==> config.mk <==
export PLATFORM = sky130hd
export DESIGN_NAME = ufpc_ctrl
export DESIGN_NICKNAME = d
export VERILOG_FILES = /design/src/hdl/ufpc_pkg.sv /design/src/hdl/ufpc_ctrl.sv
export SDC_FILE = /design/constraint.sdc
export NUM_CORES = 1
export LEC_CHECK = 0
export BUFFER_PORTS_ARGS = -buffer_cell sky130_fd_sc_hd__buf_2
export CORE_MARGIN = 4
export CORE_UTILIZATION = 57
export CTS_BUF_LIST = sky130_fd_sc_hd__clkbuf_8
export DETAILED_ROUTE_END_ITERATION = 8
export PLACE_DENSITY = 0.86
export SETUP_SLACK_MARGIN = 0.1
export SYNTH_ARGS = -nofsm -noshare
export SYNTH_HDL_FRONTEND = slang
export SYNTH_SLANG_ARGS = --single-unit
export TNS_END_PERCENT = 5
==> constraint.sdc <==
create_clock -name clk -period 3.59 [get_ports clk]
set_clock_uncertainty 0.1 [all_clocks]
set_input_delay 1.077 -clock clk [delete_from_list [all_inputs] [get_ports clk]]
set_output_delay 1.077 -clock clk [all_outputs]
set_load 0.01 [all_outputs]
==> src/hdl/ufpc_pkg.sv <==
`timescale 1ns / 1ps
`default_nettype none
// ----------------------------------------------------------------------------
// ufpc_pkg: shared definitions for the union-find engine
// Table size, index widths and the command/status bundles that pass
// between the controller and the datapath.
// ----------------------------------------------------------------------------
package ufpc_pkg;

  localparam int NODES  = 1024;
  localparam int NODE_W = 10;
  localparam int IDX_W  = (NODES > 1) ? $clog2(NODES) : 1;

  typedef struct packed {
    logic load;        // capture input transaction
    logic start_u;     // begin a find at u_node
    logic start_v;     // begin a find at v_node
    logic step_cur;    // follow the parent link just read
    logic rd_walk;     // read at the compression pointer instead of cur
    logic wr_walk;     // point walk node at root, advance walk
    logic save_ru;     // keep root of u
    logic wr_link;     // link root of v under root of u
    logic note_merge;  // record whether the roots differed
    logic clr_start;   // restart the clearing sweep
    logic clr_wr;      // write one self link
    logic out_load;    // load the result register
    logic out_zero;    // result is all zeros
  } dp_cmd_t;

  typedef struct packed {
    logic is_clear;
    logic out_of_range;
    logic cur_is_root;
    logic walk_at_root;
    logic roots_differ;
    logic clr_last;
    logic out_free;
  } dp_status_t;

endpackage
`default_nettype wire

==> src/hdl/ufpc_ctrl.sv <==
`timescale 1ns / 1ps
`default_nettype none
// ----------------------------------------------------------------------------
// ufpc_ctrl: sequencer for the union-find engine
// Steps through decode, two finds with path compression, the link,
// the clearing sweep and the result handoff.
// ----------------------------------------------------------------------------
module ufpc_ctrl (
  input  wire logic                 clk,
  input  wire logic                 rst_n,
  input  wire logic                 in_valid,
  output logic                      in_stall,
  input  wire ufpc_pkg::dp_status_t status,
  output ufpc_pkg::dp_cmd_t         cmd
);
  import ufpc_pkg::*;

  typedef enum logic [9:0] {
    S_INIT   = 10'b00_0000_0001,
    S_IDLE   = 10'b00_0000_0010,
    S_DECODE = 10'b00_0000_0100,
    S_CLR    = 10'b00_0000_1000,
    S_FRD    = 10'b00_0001_0000,
    S_FCHK   = 10'b00_0010_0000,
    S_CCHK   = 10'b00_0100_0000,
    S_CWR    = 10'b00_1000_0000,
    S_LINK   = 10'b01_0000_0000,
    S_OUT    = 10'b10_0000_0000
  } state_t;

  state_t state_r, state_nxt;
  logic   phase_r, phase_nxt;   // 0: finding root of u, 1: root of v
  logic   zero_r, zero_nxt;

  always_comb begin
    cmd       = '0;
    state_nxt = state_r;
    phase_nxt = phase_r;
    zero_nxt  = zero_r;
    unique case (state_r)
      S_INIT: begin
        cmd.clr_wr = 1'b1;
        if (status.clr_last) state_nxt = S_IDLE;
      end
      S_IDLE: begin
        if (in_valid) begin
          cmd.load  = 1'b1;
          state_nxt = S_DECODE;
        end
      end
      S_DECODE: begin
        if (status.is_clear) begin
          cmd.clr_start = 1'b1;
          zero_nxt      = 1'b1;
          state_nxt     = S_CLR;
        end else if (status.out_of_range) begin
          zero_nxt  = 1'b1;
          state_nxt = S_OUT;
        end else begin
          cmd.start_u = 1'b1;
          zero_nxt    = 1'b0;
          phase_nxt   = 1'b0;
          state_nxt   = S_FRD;
        end
      end
      S_CLR: begin
        cmd.clr_wr = 1'b1;
        if (status.clr_last) state_nxt = S_OUT;
      end
      S_FRD: begin
        state_nxt = S_FCHK;
      end
      S_FCHK: begin
        if (status.cur_is_root) begin
          state_nxt = S_CCHK;
        end else begin
          cmd.step_cur = 1'b1;
          state_nxt    = S_FRD;
        end
      end
      S_CCHK: begin
        if (status.walk_at_root) begin
          if (!phase_r) begin
            cmd.save_ru = 1'b1;
            cmd.start_v = 1'b1;
            phase_nxt   = 1'b1;
            state_nxt   = S_FRD;
          end else begin
            state_nxt = S_LINK;
          end
        end else begin
          cmd.rd_walk = 1'b1;
          state_nxt   = S_CWR;
        end
      end
      S_CWR: begin
        cmd.wr_walk = 1'b1;
        state_nxt   = S_CCHK;
      end
      S_LINK: begin
        // cur holds the root of v here
        cmd.note_merge = 1'b1;
        state_nxt      = S_OUT;
      end
      S_OUT: begin
        if (status.out_free) begin
          cmd.out_load = 1'b1;
          cmd.out_zero = zero_r;
          state_nxt    = S_IDLE;
        end
      end
      default: state_nxt = S_INIT;
    endcase
  end

  always_ff @(posedge clk) begin
    if (!rst_n) begin
      state_r <= S_INIT;
      phase_r <= 1'b0;
      zero_r  <= 1'b0;
    end else begin
      state_r <= state_nxt;
      phase_r <= phase_nxt;
      zero_r  <= zero_nxt;
    end
  end

  assign in_stall = (state_r != S_IDLE);

endmodule
`default_nettype wire

==> results.json <==
{
  "drc": 0,
  "async_reset_ff_share_pct": 0,
  "dieWidth_um": 46.8,
  "io_pins": 24,
  "drt_iter0_markers": 22,
  "ys.flop_type": "dfxtp_1",
  "yosys.area.top_type": "dfxtp_1",
  "syn_inst": 99,
  "worstSetupEndpointType": "output pin",
  "antenna_cells": 0,
  "grt_pass1_wl_um": 3230,
  "max_slew_margin_pct": 66.1,
  "max-cap-violations": 0,
  "cts-resized-gates": 0,
  "grt.total_usage_pct": 21.4,
  "ys.warnings.count": 0,
  "firstDrtPassIters": 4,
  "numCtsBuffers": 3,
  "hp-start": "phase_r",
  "worst_ir_drop_vdd_v": 0.000358,
  "status": "completed",
  "rr_worst_depth": 4,
  "tightest_slew_ps": 507,
  "yosysSeqAreaShare_pct": 28.1,
  "cp_max_fo": 10,
  "cp-start-kind": "flop",
  "nets": 127,
  "cp_top_family": "simple AND/OR/NAND/NOR gates",
  "timing_hold_violations_final": 0,
  "initial_core_util_pct": 63.4,
  "core_area_um2": 1350,
  "cp.arrival_ps": 1970,
  "synth_top_cell_area_share_pct": 28.1,
  "hp-class": "flop to flop",
  "max_freq_mhz": 317,
  "ys_ff_latch": 12,
  "wl_per_cell_um": 14.8,
  "synthTopCellsByArea": "dfxtp_1, buf_6, nor2_1",
  "ant_nets": 0,
  "cp.required_ps": 2410,
  "tritoncts": "done",
  "antenna_found_initial": 0,
  "clk_latency_ps": 250,
  "p_leak_uw": 0.000404,
  "crit_path_top_delay_cell": "nor4_4",
  "min_period_ps": 3150,
  "path_clk_slew_ps": 60,
  "worstHoldPathCells": 2,
  "yosysMostFrequentCell": "dfxtp_1",
  "cp_slowest_stage_delay_ps": 550,
  "totalWireLength_um": 1940,
  "crit_chain": "nor4_4 -> nand4_1 -> or2_1 -> inv_1 -> buf_2",
  "grt_pass1_vias": 768,
  "overflow": 0,
  "holdPathEnd": "state_r[8]",
  "clock-sinks": 12,
  "rsz0062_at_grt": "no",
  "synth_common_cells": "dfxtp_1, nor2_1, nand2_1",
  "syn-cell-area_um2": 856,
  "cts_root_buf": "clkbuf_8",
  "area_growth_pct": 12.1,
  "whs_ps": 361,
  "setup_viol": 0,
  "synth_area_per_cell_um2": 8.64,
  "synth_nets": 109,
  "hold_buffers": 0,
  "yosysUniqueCellTypes": 40,
  "r2r-start": "state_r[0]",
  "dp_hpwl_um": 1440,
  "rrSetupSlack_ps": 1450,
  "critical_path_class": "flop to output pin",
  "clock_path_buffers": 2,
  "htreeDepth": 1,
  "finalSetupTns_ps": 0,
  "globalplace.congestion": 0.763,
  "rows": 13,
  "grt_max_degree": 12,
  "drive_gt1_share_pct": 27.6,
  "vias": 807,
  "port_buffers": 21,
  "vias_per_cell": 6.16,
  "finalCritPeriodShare_pct": 87.8,
  "synth_edf_count": 0,
  "die_area_um2": 2190,
  "fillCellCount": 115,
  "r2r_end": "state_r[6]",
  "pwr_density_cell_nw_per_um2": 513,
  "dieHeight_um": 46.8,
  "post_cts_buffers": 0,
  "final_max_slew_viol_count": 0,
  "critPathBufInv": 2
}
-- area by class of cell --
cell class                 count  area, um^2  share of cell area, %
timing repair buffer          22         113                   11.7
multi-input combinational     74         518                   54.0
clock buffer                   4        55.1                   5.74
sequential                    12         240                   25.0
tap                           15        18.8                   1.96
inverter                       4        15.0                   1.56
-- power breakdown --
group / leakage (uW) / switching [uW] / internal [uW]
logic: 0.000278 / 92.4 / 74.0
registers: 0.0000972 / 28.9 / 145
clock network: 0.0000288 / 54.9 / 97.2
-- worst register-to-register path, cell delays in order, from the launching register on --
cell,delay [ps]
dfxtp_1,630
xnor2_4,170
and4b_1,240
or3b_1,540
a2111oi_4,360
-- metal layers --
layer  up-vias  GRT usage (%)  share of wire [%]
met4         0           13.8                2.7
met5         -              0                  0
met3         9           7.28                8.1
met2        30           35.2                 50
met1       373           23.6                 39
li1        395              -                  -
-- worst max path at each step --
stage / startpoint / depth (start not counted) / to
detailed placement: status[3] / 5 / cmd[6]
CTS: state_r[0] / 5 / cmd[6]
finish: state_r[0] / 5 / cmd[6]
global route: state_r[0] / 5 / cmd[6]
floorplan: status[0] / 3 / cmd[0]
global placement: status[3] / 5 / cmd[10]
-- through the flow --
| step | total power [uW] | instances | worst slack [ps] | instance area [um^2] | utilization (%) |
|---|---|---|---|---|---|
| floorplan | 316 | 99 | 649 | 856 | - |
| global placement | 333 | 127 | 684 | 905 | 67.0 |
| detailed placement | 339 | 127 | 625 | 905 | 67.0 |
| CTS | 492 | 131 | 429 | 960 | 71.1 |
| global route | 517 | 131 | 310 | 960 | 71.1 |
| finish | 492 | 131 | 439 | 960 | 71.1 |
-- kinds of logic after synthesis --
family | count (synthesis) | synth area share (%)
compound gates | 13 | 12.4
xor+xnor | 4 | 6.29
buf+inv | 13 | 11.4
flops | 12 | 28.1
other cells | 1 | 0.438
simple gates | 56 | 41.4
-- cell usage in the layout, fill, tap and decap left out, drive strengths merged --
cell and count:
clkbuf 4, nand4b 2, a21oi 1, nor2b 2, nor4b 2, nor3 5
nor3b 1, xnor2 1, nor4 7, a2111oi 1, or4 1, xor2 3
and4 3, a211oi 1, nand2 6, nand3 4, or2 1, nand2b 1
nand4 2, o21a 3, inv 4, o211ai 2, conb 1, or3b 1
a21boi 1, and3 2, and4b 1, and2 2, nor2 10, nand3b 2
o21ai 3, dfxtp 12, buf 22, a31oi 1, or2b 1
-- sequential cells by signal (all words and copies together) (netlist names) --
register / cells
state_r: 10
phase_r: 1
zero_r: 1
Power figures use the tool's default switching activity.
